$ cat src/fpa_pkg.sv
`timescale 1ns / 1ps
package fpa_pkg;

  localparam int unsigned FracBitsDefault = 8;
  localparam int unsigned DataW = 32;
  localparam int unsigned DivW = 64;

  typedef enum logic [3:0] {
    OpAdd     = 4'd0,
    OpSub     = 4'd1,
    OpMul     = 4'd2,
    OpDiv     = 4'd3,
    OpMin     = 4'd4,
    OpMax     = 4'd5,
    OpInc     = 4'd6,
    OpDec     = 4'd7,
    OpCmp     = 4'd8,
    OpFromInt = 4'd9,
    OpToInt   = 4'd10
  } op_e;

  typedef struct packed {
    logic less;
    logic equal;
    logic greater;
  } cmp_t;

  typedef struct packed {
    logic [31:0] value;
    logic        ovf;
    logic        dbz;
    logic        is_div;
    logic        is_mul;
    logic        neg;
  } early_t;

endpackage

$ cat src/fpa_front.sv
`timescale 1ns / 1ps
// Combinational decode: simple ops finish here, mul/div operands are prepared.
module fpa_front #(
  parameter int unsigned FracBits = fpa_pkg::FracBitsDefault
) (
  input  logic [3:0]          opcode_i,
  input  logic signed [31:0]  a_i,
  input  logic signed [31:0]  b_i,
  output fpa_pkg::early_t     early_o,
  output fpa_pkg::cmp_t       cmp_o,
  output logic [63:0]         div_num_o,
  output logic [32:0]         div_den_o
);
  import fpa_pkg::*;

  localparam logic signed [63:0] MaxPos = 64'sd2147483647;
  localparam logic signed [63:0] MinNeg = -64'sd2147483648;

  logic signed [33:0] sum_w;
  logic signed [63:0] fi_w;
  logic [32:0] ma_w, mb_w;
  logic sum_ovf;
  logic [31:0] sum_sat;

  function automatic logic [31:0] sat34(input logic signed [33:0] v, output logic o);
    if (v > 34'sd2147483647) begin
      o = 1'b1; sat34 = 32'h7fffffff;
    end else if (v < -34'sd2147483648) begin
      o = 1'b1; sat34 = 32'h80000000;
    end else begin
      o = 1'b0; sat34 = v[31:0];
    end
  endfunction

  always_comb begin
    cmp_o.less    = a_i < b_i;
    cmp_o.equal   = a_i == b_i;
    cmp_o.greater = a_i > b_i;
    ma_w = a_i[31] ? (33'd0 - {a_i[31], a_i}) : {1'b0, a_i};
    mb_w = b_i[31] ? (33'd0 - {b_i[31], b_i}) : {1'b0, b_i};
    // Divide twice the scaled numerator so the quotient carries a half bit.
    div_num_o = 64'(ma_w) << (FracBits + 1);
    div_den_o = mb_w;
    fi_w = 64'(a_i) <<< FracBits;
    early_o = '0;
    sum_w = '0;
    case (opcode_i)
      OpAdd: sum_w = 34'(a_i) + 34'(b_i);
      OpSub: sum_w = 34'(a_i) - 34'(b_i);
      OpInc: sum_w = 34'(a_i) + 34'sd1;
      OpDec: sum_w = 34'(a_i) - 34'sd1;
      default: sum_w = '0;
    endcase
    sum_sat = sat34(sum_w, sum_ovf);
    case (opcode_i)
      OpAdd, OpSub, OpInc, OpDec: begin
        early_o.value = sum_sat;
        early_o.ovf   = sum_ovf;
      end
      OpMul: begin
        early_o.is_mul = 1'b1;
        early_o.neg    = a_i[31] ^ b_i[31];
      end
      OpDiv: begin
        if (b_i == 32'sd0) begin
          early_o.dbz = 1'b1;
          early_o.value = a_i[31] ? 32'h80000000 :
                          ((a_i != 32'sd0) ? 32'h7fffffff : 32'h0);
        end else begin
          early_o.is_div = 1'b1;
          early_o.neg    = a_i[31] ^ b_i[31];
        end
      end
      OpMin: early_o.value = cmp_o.less ? a_i : b_i;
      OpMax: early_o.value = cmp_o.greater ? a_i : b_i;
      OpFromInt: begin
        if (fi_w > MaxPos) begin
          early_o.value = 32'h7fffffff; early_o.ovf = 1'b1;
        end else if (fi_w < MinNeg) begin
          early_o.value = 32'h80000000; early_o.ovf = 1'b1;
        end else begin
          early_o.value = fi_w[31:0];
        end
      end
      OpToInt: early_o.value = 32'(a_i >>> FracBits);
      default: early_o.value = '0;
    endcase
  end
endmodule

$ cat config.mk
export PLATFORM = sky130hd
export DESIGN_NAME = fpa_front
export DESIGN_NICKNAME = d
export VERILOG_FILES = /design/src/fpa_pkg.sv /design/src/fpa_front.sv
export SDC_FILE = /design/constraint.sdc
export NUM_CORES = 1
export LEC_CHECK = 0
export BUFFER_PORTS_ARGS = -buffer_cell sky130_fd_sc_hd__buf_2
export CAP_MARGIN = 20
export CORE_MARGIN = 10
export CORE_UTILIZATION = 57
export DETAILED_ROUTE_END_ITERATION = 12
export GPL_ROUTABILITY_DRIVEN = 0
export PLACE_DENSITY_LB_ADDON = 0.08
export SETUP_SLACK_MARGIN = 0.15
export SLEW_MARGIN = 20
export SYNTH_ARGS = -nofsm -noshare
export SYNTH_HDL_FRONTEND = slang
export SYNTH_SLANG_ARGS = --single-unit
export TNS_END_PERCENT = 100
$ cat constraint.sdc
create_clock -name vclk -period 5.63
set_input_delay 0.2815 -clock vclk [all_inputs]
set_output_delay 0.2815 -clock vclk [all_outputs]
set_load 0.01 [all_outputs]
**After elaboration in Yosys (flattened, before gate mapping)**

Index checks and enable logic that the tools add are counted.

- RAM bits: 0
- Memories kept: 0
- Bits in registers: 0
- Latch bits: 0
- Logic and storage cells: 50
- Input bits: 68
- Memory bits (read-only): 0
- Output and inout port bits: 137

- Bitwise logic cells: 1
- Shift-type cells: 0
- Equality and inequality tests: 10
- Multipliers: 0
- Div/mod/pow operators: 0
- Add/sub/neg operators: 6
- Magnitude comparators: 6
- Reduce and logical (&&, ||, !) cells: 4
- Muxes and demuxes: 23

Operators by type and width:

| kind | number |
|---|---|
| $mux W32 | 7 |
| $pmux W32 S6 | 1 |
| $pmux W34 S4 | 1 |
| $mux W33 | 3 |
| $sub A1 B32 Y33 const A | 2 |
| $gt A40 B32 Y1 const B | 1 |
| $lt A40 B32 Y1 const B | 1 |
| $gt A34 B32 Y1 const B | 1 |
| $lt A34 B32 Y1 const B | 1 |
| $add A32 B2 Y33 const B | 1 |
| $add A32 B32 Y33 | 1 |
| $sub A32 B2 Y33 const B | 1 |
| $sub A32 B32 Y33 | 1 |
| $eq A32 B32 Y1 | 1 |
| $gt A32 B32 Y1 | 1 |
| $logic_not A32 Y1 | 1 |
| $lt A32 B32 Y1 | 1 |
| $reduce_bool A32 Y1 | 1 |
| $mux W31 | 1 |
| $eq A4 B3 Y1 const B | 4 |
| $eq A4 B2 Y1 const B | 2 |
| $eq A4 B4 Y1 const B | 2 |
| $mux W1 | 7 |
| $eq A4 B1 Y1 const B | 1 |
| 5 further kinds | 6 |

**Logic depth before layout (Yosys ltp)**

Gate-level depths: netlist of the first run.

- Depth after elaboration: 6
- Mapped depth: 22
- Gate-level depth less buffers: 20

**Least setup slack after synthesis of the first run**

OpenSTA, ideal clock, no wires.

- Path type: in2out
- From: input b_i[1]
- To: output early_o[10] in the netlist's numbering
- Path buffers: 2
- Path slack: 0.953 ns
- Data required time: 5.349 ns
- Arrival time: 4.396 ns
- Stages on the path: 22
- Path through: inv_1 > ha_1 > nand3_1 > or3_1 > nor2_1 > nand2_1 > or4_1 > xnor2_1 > a21oi_1 > ha_1 > clkbuf_1 > nand4_1 > nor3_1 > o311ai_1 > nand3_1 > o21ai_1 > xnor2_1 > o21ai_1 > nand3_1 > o21ai_0 > buf_4 > o221ai_1

RTL lines:

| item | RTL line | RTL |
|---|---|---|
| start: declaration | fpa_front.sv:8 | `input logic signed [31:0] b_i,` |
| end: declaration | fpa_front.sv:9 | `output fpa_pkg::early_t early_o,` |

==> results of run 1 <==
-- cells by family after synthesis --
group,share of synthesized area
adder cells (fa/ha/maj),0.119
AO/OA/AOI/OAI,0.376
AND/OR/NAND/NOR,0.236
multiplexers,0.00334
other,0.000500
buffers and inverters,0.103
XOR/XNOR,0.162
-- worst min-delay path by stage --
stage | cells after the start | start | end | slack (ps)
finish | 2 | a_i[0] | div_num_o[9] | 780
global route | 2 | a_i[0] | div_num_o[9] | 800
CTS | 2 | a_i[0] | div_num_o[9] | 780
detailed placement | 2 | a_i[0] | div_num_o[9] | 780
global placement | 2 | a_i[0] | div_num_o[9] | 780
floorplan | 1 | b_i[10] | div_den_o[10] | 650
-- placed cells by master, fill, tap and decap left out, drive strengths merged, types with 10 or more instances in the layout --
cell / count
o21ai: 98
or4: 10
inv: 61
xnor2: 116
ha: 68
o21bai: 10
nor2: 67
xor2: 23
o22ai: 14
nand4: 26
o21a: 11
o211ai: 12
nand2: 128
a31oi: 12
a221oi: 21
a21oi: 117
o221ai: 12
a211oi: 15
nand2b: 20
nand3: 35
conb: 32
o31ai: 13
o2111ai: 16
buf: 197
a21o: 24
nor3: 29
-- power by group through the flow --
| stage | clock, uW | sequential, uW | combinational, uW |
|---|---|---|---|
| 2_1_floorplan | 0 | 0 | 671 |
| 3_3_place_gp | 0 | 0 | 963 |
| 3_5_place_dp | 0 | 0 | 966 |
| 4_1_cts | 0 | 0 | 972 |
| 5_1_grt | 0 | 0 | 1090 |
| 6_report | 0 | 0 | 1010 |
-- metal layers --
| layer | vias to the layer above | part of all wire | global-route usage | routed length, um |
|---|---|---|---|---|
| li1 | 4404 | - | - | - |
| met1 | 4295 | 0.37 | 0.405 | 11900 |
| met2 | 718 | 0.43 | 0.520 | 13900 |
| met3 | 180 | 0.12 | 0.0556 | 3970 |
| met4 | 2 | 0.073 | 0.196 | 2340 |
| met5 | - | 0.00041 | 0 | 13 |
-- area by class of cell --
| cell class | instances | area, um2 |
|---|---|---|
| fill | 1192 | 4300 |
| multi-input combinational | 1015 | 6970 |
| inverter | 61 | 229 |
| tap | 172 | 215 |
| timing repair buffer | 197 | 1060 |
-- metrics by stage --
| step | instance area [um2] | utilization | instances | setup TNS, ps |
|---|---|---|---|---|
| 6_report | 8470 | 0.663 | 1445 | 0 |
| 5_1_grt | 8470 | 0.663 | 1445 | 0 |
| 4_1_cts | 8350 | 0.654 | 1443 | 0 |
| 3_5_place_dp | 8340 | 0.653 | 1443 | -829 |
| 3_3_place_gp | 8330 | 0.652 | 1443 | 0 |
| 2_1_floorplan | 7610 | - | 1176 | 0 |
-- worst max-delay path, cell delays in order --
cell and delay (ps):
sky130_fd_sc_hd__buf_2 130, sky130_fd_sc_hd__inv_1 130, sky130_fd_sc_hd__ha_2 240, sky130_fd_sc_hd__nand3_1 130, sky130_fd_sc_hd__or3_4 380, sky130_fd_sc_hd__nor2_1 140
sky130_fd_sc_hd__nand2_1 120, sky130_fd_sc_hd__or4_1 470, sky130_fd_sc_hd__xnor2_1 160, sky130_fd_sc_hd__a21oi_1 100, sky130_fd_sc_hd__ha_2 420, sky130_fd_sc_hd__nand4_1 150
sky130_fd_sc_hd__nor3_2 230, sky130_fd_sc_hd__o311ai_1 160, sky130_fd_sc_hd__nand3_1 130, sky130_fd_sc_hd__o21ai_1 90, sky130_fd_sc_hd__xnor2_1 210, sky130_fd_sc_hd__o21ai_2 100
sky130_fd_sc_hd__buf_4 190, sky130_fd_sc_hd__a21oi_4 240, sky130_fd_sc_hd__buf_4 230, sky130_fd_sc_hd__a221oi_1 60, sky130_fd_sc_hd__o221ai_1 300, sky130_fd_sc_hd__buf_2 200
-- repair_timing --
action | in CTS | in global routing
setup buffers | 0 | 2
pin swaps | 0 | 2
setup endpoints to repair | 16 | 32
gates resized for setup | 2 | 19
==> flow_metrics.env, run 1 <==
export IMPL_finish_net_count=1413
export IMPL_synth_top_cells_by_count="127 x sky130_fd_sc_hd__nand2_1, 116 x sky130_fd_sc_hd__a21oi_1, 116 x sky130_fd_sc_hd__xnor2_1, 93 x sky130_fd_sc_hd__o21ai_0, 68 x sky130_fd_sc_hd__ha_1"
export IMPL_grt_setup_unrepaired="no"
export IMPL_final_layout_size_suffix_gt1_frac=0.207
export IMPL_synth_seq_area_share=0
export IMPL_dieWidth_um=135
export IMPL_areaGrowthSynthToFinish_pct=13.0
export IMPL_post_drt_via_cell_ratio=6.64
export IMPL_start_util=0.587
export IMPL_cap_viol_max_count=0
export IMPL_synth_avg_cell_area_um2=6.55
export IMPL_grt_overflow_total=0
export IMPL_timing_worst_slew_pin_value_ps=995
export IMPL_global_route_wire_length_before_repair_um=49000
export IMPL_post_route_period_util=0.940
export IMPL_groute_usage_overall=0.328
export IMPL_final_setup_viol_count=0
export IMPL_p_int_uw=385
export IMPL_synthTopCellsByArea="sky130_fd_sc_hd__xnor2_1 14%, sky130_fd_sc_hd__ha_1 11%, sky130_fd_sc_hd__a21oi_1 7.7%, sky130_fd_sc_hd__nand2_1 6.4%, sky130_fd_sc_hd__o21ai_0 6.2%"
export IMPL_syn_inst=1145
export IMPL_total_core_area_mm2=0.0128
export IMPL_comb_power_share=1.000
export IMPL_timing_hold_violations_final=0
export IMPL_drt_pass1_iter_count=7
export IMPL_period_needed_ps=5290
export IMPL_crit_start="b_i[1]"
export IMPL_timing_setup_critical_path_class="input port to output pin"
export IMPL_row_count=41
export IMPL_synth_distinct_cells=73
export IMPL_clockBufferCount=0
export IMPL_start_kind="input port"
export IMPL_antenna_cells_inserted=0
export IMPL_portion_of_synthesized_cell_area_occupied_by_the_leading_cell_type=0.136
export IMPL_drt_iter0_drcs=1372
export IMPL_remaining_drc_errors=0
export IMPL_final_max_slew_viol_count=0
export IMPL_first_global_vias=8968
export IMPL_antenna_violating_nets_post_route=0
export IMPL_cp_endpoint="early_o[27]"
export IMPL_total_power_uw=1010
export IMPL_antenna_found_initial=1
export IMPL_switching_share=0.620
export IMPL_critical_path_peak_fanout=9
export IMPL_crit_path_end_kind="output pin"
export IMPL_holdWs_ps=779
export IMPL_ir_worst_vdd_uv=64.6
export IMPL_total_leakage_power_uw=0.00384
export IMPL_die_area_mm2=0.0181
export IMPL_yosys_cell_count_top_type="sky130_fd_sc_hd__nand2_1"
export IMPL_place_worst_setup_slack_ps=-125
export IMPL_netlist_area_mm2=0.00750
export IMPL_netSwitchingPower_uw=628
export IMPL_dp_hpwl_um=25100
export IMPL_cts_hold_buffers_added=0
export IMPL_seqPwrFrac=0
export IMPL_nFlopsAndLatches=0
export IMPL_timing_critical_path_arrival_ps=5010
export IMPL_setup_slack_ps=339
export IMPL_final_seq_area_um2=0
export IMPL_ios=205
export IMPL_min_delay_path_class="input port to output pin"
export IMPL_yosys_warnings=0
export IMPL_routed_wl_um=32100
export IMPL_run_status="finished clean"
export IMPL_timing_fmax_mhz=189
export IMPL_grt_start_max_net_pins=41
export IMPL_p_per_area_mw_per_mm2=119
export IMPL_yosys_area_top_type="sky130_fd_sc_hd__xnor2_1"
export IMPL_die_height_um=135
export IMPL_power_frac_clock=0
export IMPL_io_buffer_count=173
export IMPL_slew_headroom=0.336
export IMPL_post_drt_wl_per_cell_um=22.2
export IMPL_worst_ep_required_time_ps=5350
export IMPL_routed_via_count=9599
Power figures use the tool's default switching activity.
==> run 2: changes to the inputs <==
==> constraint.sdc (replaced) <==
create_clock -name vclk -period 5.63
set_input_delay 0.563 -clock vclk [all_inputs]
set_output_delay 0.563 -clock vclk [all_outputs]
set_load 0.01 [all_outputs]
==> run 2 against run 1 <==
Net effect:
- core utilization rose by 5.9 points
- count of clock-buffer cells in the layout stayed put
- sequential share of layout area did not move
- hold slack gained 560 ps
- highest routed layer is now met4
- via count increased by 4.0%
- non-clock buffer count increased by 40
- first-iteration DRC count up 2.5%
- cell count is 2.8% higher
- critical endpoint is now early_o[11]
- maximum frequency decreased by 4.8%
==> flow_metrics.env, run 2 (synthesized netlist as in run 1, its figures left out) <==
export IMPL_crit_buf_inv=5
export IMPL_min_delay_path_class="input port to output pin"
export IMPL_die_area_mm2=0.0181
export IMPL_cp_slowest_cell="sky130_fd_sc_hd__or4_4"
export IMPL_final_layout_size_suffix_gt1_frac=0.276
export IMPL_timing_worst_slew_pin_value_ps=1040
export IMPL_final_cell_count_no_fill=1485
export IMPL_most_common_cell_after_layout_fill_and_taps_aside="sky130_fd_sc_hd__buf_2"
export IMPL_final_cell_mix="169 x sky130_fd_sc_hd__buf_2, 127 x sky130_fd_sc_hd__nand2_1, 115 x sky130_fd_sc_hd__xnor2_1, 109 x sky130_fd_sc_hd__a21oi_1, 78 x sky130_fd_sc_hd__o21ai_0"
export IMPL_dieWidth_um=135
export IMPL_run_status="finished clean"
export IMPL_post_route_period_util=0.987
export IMPL_ir_worst_vdd_uv=69.1
export IMPL_ios=205
export IMPL_path_cells="buf_2 -> inv_1 -> ha_2 -> nand3_2 -> or3_4 -> nor2_4 -> nand2_1 -> or4_4 -> xnor2_2 -> a21oi_2 -> ha_4 -> nand4_1 -> nor3_4 -> buf_4 -> a32oi_2 -> nand3_2 -> o21ai_2 -> xnor2_1 -> o21ai_2 -> a21oi_4 -> buf_6 -> a221oi_1 -> o221ai_1 -> buf_2"
export IMPL_nFlopsAndLatches=0
export IMPL_start_util=0.587
export IMPL_holdWs_ps=1340
export IMPL_final_setup_viol_count=0
export IMPL_n_fill_cell=1142
export IMPL_drt_iter0_drcs=1406
export IMPL_slew_headroom=0.308
export IMPL_worst_ep_required_time_ps=5070
export IMPL_post_drt_via_cell_ratio=6.73
export IMPL_routed_wl_um=33900
export IMPL_row_count=41
export IMPL_post_route_util=0.722
export IMPL_setup_slack_ps=70.9
export IMPL_total_core_area_mm2=0.0128
export IMPL_grt_start_max_net_pins=41
export IMPL_final_seq_area_um2=0
export IMPL_timing_critical_path_arrival_ps=5000
export IMPL_clockBufferCount=0
export IMPL_slowest_delay_ps=450
export IMPL_timing_fmax_mhz=180
export IMPL_place_worst_setup_slack_ps=-55.2
export IMPL_die_height_um=135
export IMPL_place_detailed_instances=1463
export IMPL_global_route_wire_length_before_repair_um=49200
export IMPL_multi_input_comb_area_mm2=0.00735
export IMPL_io_buffer_count=173
export IMPL_groute_usage_overall=0.329
export IMPL_timing_hold_violations_final=0
export IMPL_timing_setup_critical_path_class="input port to output pin"
export IMPL_grt_setup_unrepaired="yes"
export IMPL_areaGrowthSynthToFinish_pct=23.0
export IMPL_routed_via_count=9987
export IMPL_critical_path_peak_fanout=6
export IMPL_period_needed_ps=5560
export IMPL_post_drt_wl_per_cell_um=22.8
export IMPL_antenna_violating_nets_post_route=0
export IMPL_drt_pass1_iter_count=7
export IMPL_finish_net_count=1453
export IMPL_crit_path_end_kind="output pin"
export IMPL_start_kind="input port"
export IMPL_cap_viol_max_count=0
export IMPL_dp_hpwl_um=25200
export IMPL_grt_overflow_total=0
export IMPL_antenna_found_initial=0
export IMPL_remaining_drc_errors=0
export IMPL_p_per_area_mw_per_mm2=121
export IMPL_first_global_vias=9181
export IMPL_cts_hold_buffers_added=0
export IMPL_antenna_cells_inserted=0
export IMPL_total_leakage_power_uw=0.00416
export IMPL_final_max_slew_viol_count=0
export IMPL_path_delay_family="simple AND/OR/NAND/NOR gates"
==> run 2: cell types whose count changed in the layout (fill, tap and decap cells not counted), sizes merged <==
cell,delta
clkbuf,+1
buf,+39
==> run 2: report_power, final <==
group	switching, uW	internal (uW)	leakage [uW]
sequential	0	0	0
clock	0	0	0
combinational	682	432	0.00416
==> run 2: final timing paths <==
check               from      endpoint  slack [ps]  depth (start not counted)
hold / removal    a_i[0]  div_num_o[9]        1340                          2
setup / recovery  b_i[0]   early_o[11]          70                         24
==> run 2: layout make-up <==
cell class                 instances  share of cell area
multi-input combinational       1015               0.797
inverter                          61              0.0248
tap                              172              0.0233
timing repair buffer             237               0.155
==> run 2: metrics by stage <==
step	setup TNS [ps]	cell area [um2]	power (uW)
2_1_floorplan	0	7610	671
3_3_place_gp	-120	8480	972
3_5_place_dp	-371	8490	977
4_1_cts	0	8520	987
5_1_grt	-1590	9230	1190
6_report	0	9230	1110
==> run 2: timing repair <==
item / 4_1_cts / 5_1_grt
setup buffers: 1 / 17
pin swaps: 0 / 56
gates resized for setup: 6 / 129
cloned: 0 / 4
endpoints found under the setup margin: 32 / 33
==> run 2: routing by layer <==
layer	global-route usage	routed length (um)
met1	0.401	12600
met4	0.211	2710
met5	0	0
met2	0.518	14400
met3	0.0623	4170
==> run 3: changes to the inputs <==
--- a/config.mk
+++ b/config.mk
@@ -12,6 +12,7 @@
 export DETAILED_ROUTE_END_ITERATION = 12
 export GPL_ROUTABILITY_DRIVEN = 0
 export PLACE_DENSITY_LB_ADDON = 0.08
+export RECOVER_POWER = 100
 export SETUP_SLACK_MARGIN = 0.15
 export SLEW_MARGIN = 20
 export SYNTH_ARGS = -nofsm -noshare
==> run 3 against run 2 <==
Net effect:
- the flow now finishes with violations (capacitance limit, slew limit)
- first-iteration DRC count decreased by 4.1%
- wire length decreased by 0.28%
- die area unchanged
- worst setup slack improved by 6.6 ps
- via count about the same
- sequential share of layout area unchanged
- largest cell class unchanged
- largest power group unchanged
==> flow_metrics.env, run 3 (synthesized netlist as in run 1, its figures left out) <==
export IMPL_run_status="finished, violations left"
export IMPL_violations="capacitance limit, slew limit"
export IMPL_post_drt_wl_per_cell_um=22.8
export IMPL_final_cell_mix="132 x sky130_fd_sc_hd__buf_2, 127 x sky130_fd_sc_hd__nand2_1, 115 x sky130_fd_sc_hd__xnor2_1, 109 x sky130_fd_sc_hd__a21oi_1, 78 x sky130_fd_sc_hd__o21ai_0"
export IMPL_timing_hold_violations_final=0
export IMPL_worst_ep_required_time_ps=5070
export IMPL_timing_setup_critical_path_class="input port to output pin"
export IMPL_drt_pass1_iter_count=7
export IMPL_final_max_slew_viol_count=74
export IMPL_place_worst_setup_slack_ps=-55.2
export IMPL_final_cell_count_no_fill=1485
export IMPL_antenna_cells_inserted=0
export IMPL_first_global_vias=9181
export IMPL_post_route_period_util=0.986
export IMPL_ir_worst_vdd_uv=69.3
export IMPL_start_kind="input port"
export IMPL_timing_worst_slew_pin_value_ps=2220
export IMPL_critical_path_peak_fanout=9
export IMPL_routed_via_count=9993
export IMPL_dieWidth_um=135
export IMPL_total_core_area_mm2=0.0128
export IMPL_drt_iter0_drcs=1349
export IMPL_period_needed_ps=5550
export IMPL_final_seq_area_um2=0
export IMPL_die_height_um=135
export IMPL_clockBufferCount=0
export IMPL_global_route_wire_length_before_repair_um=49200
export IMPL_grt_overflow_total=0
export IMPL_grt_setup_unrepaired="yes"
export IMPL_timing_fmax_mhz=180
export IMPL_row_count=41
export IMPL_remaining_drc_errors=0
export IMPL_cap_viol_max_count=2
export IMPL_antenna_found_initial=0
export IMPL_die_area_mm2=0.0181
export IMPL_routed_wl_um=33800
export IMPL_antenna_violating_nets_post_route=0
export IMPL_dp_hpwl_um=25200
export IMPL_p_per_area_mw_per_mm2=121
export IMPL_slew_headroom=-0.477
export IMPL_final_layout_size_suffix_gt1_frac=0.247
export IMPL_post_drt_via_cell_ratio=6.73
export IMPL_place_detailed_instances=1463
export IMPL_nFlopsAndLatches=0
export IMPL_grt_start_max_net_pins=41
export IMPL_io_buffer_count=173
export IMPL_total_leakage_power_uw=0.00406
export IMPL_min_delay_path_class="input port to output pin"
export IMPL_areaGrowthSynthToFinish_pct=22.4
export IMPL_crit_path_end_kind="output pin"
export IMPL_timing_critical_path_arrival_ps=4990
export IMPL_most_common_cell_after_layout_fill_and_taps_aside="sky130_fd_sc_hd__buf_2"
export IMPL_finish_net_count=1453
export IMPL_groute_usage_overall=0.329
export IMPL_start_util=0.587
export IMPL_final_setup_viol_count=0
export IMPL_ios=205
export IMPL_setup_slack_ps=77.5
run 3: worst max-delay path, cell delays in order:
cell and delay [ps]:
sky130_fd_sc_hd__buf_2 140, sky130_fd_sc_hd__inv_1 80, sky130_fd_sc_hd__ha_2 220, sky130_fd_sc_hd__nand3_2 110
sky130_fd_sc_hd__or3_4 370, sky130_fd_sc_hd__nor2_4 110, sky130_fd_sc_hd__nand2_1 110, sky130_fd_sc_hd__or4_4 450
sky130_fd_sc_hd__xnor2_2 160, sky130_fd_sc_hd__a21oi_2 170, sky130_fd_sc_hd__ha_4 230, sky130_fd_sc_hd__nand4_1 160
sky130_fd_sc_hd__nor3_4 70, sky130_fd_sc_hd__buf_4 140, sky130_fd_sc_hd__a32oi_2 200, sky130_fd_sc_hd__nand3_2 140
sky130_fd_sc_hd__o21ai_2 160, sky130_fd_sc_hd__xnor2_1 90, sky130_fd_sc_hd__o21ai_2 340, sky130_fd_sc_hd__a21oi_4 130
sky130_fd_sc_hd__buf_6 230, sky130_fd_sc_hd__o21ai_1 200, sky130_fd_sc_hd__o2111ai_2 200, sky130_fd_sc_hd__buf_2 190
run 3: final cells by class:
cell class,instances,area [um2]
multi-input combinational,1015,7350
timing repair buffer,237,1380
tap,172,215
inverter,61,229
fill,1168,3600
run 3: final timing paths:
check               from            to  slack (ps)  cells past startpoint
hold / removal    a_i[0]  div_num_o[9]        1360                      2
setup / recovery  b_i[0]   early_o[22]          80                     24
run 3: routing by layer:
layer / track usage / up-vias / share of wire / wire (um)
met1: 0.401 / 4479 / 0.37 / 12400
met4: 0.211 / 0 / 0.085 / 2880
met3: 0.0623 / 221 / 0.13 / 4260
met5: 0 / - / 0 / 0
met2: 0.518 / 810 / 0.42 / 14200
li1: - / 4483 / - / -
run 3: where the power goes:
group          total [uW]  internal (uW)  switching, uW  leakage, uW
Sequential              0              0              0            0
Clock                   0              0              0            0
Combinational        1110            426            681      0.00406
Total                1110            426            681      0.00406
run 3: through the flow:
stage / setup TNS (ps) / util / cell area, um2 / power [uW] / hold WS [ps]
after floorplan: 0 / - / 7610 / 671 / 1210
after global placement: -120 / 0.664 / 8480 / 972 / 1340
after detailed placement: -371 / 0.665 / 8490 / 977 / 1350
after CTS: 0 / 0.667 / 8520 / 987 / 1340
after global routing: -1590 / 0.718 / 9180 / 1180 / 1370
final: 0 / 0.718 / 9180 / 1110 / 1360
run 3: timing repair:
action                                  in CTS  in global routing
resized for setup                            6                129
buffers inserted                             1                 17
pin swaps                                    0                 56
endpoints found under the setup margin      32                 33
hold buffers                                 0                  0
cloned                                       0                  4
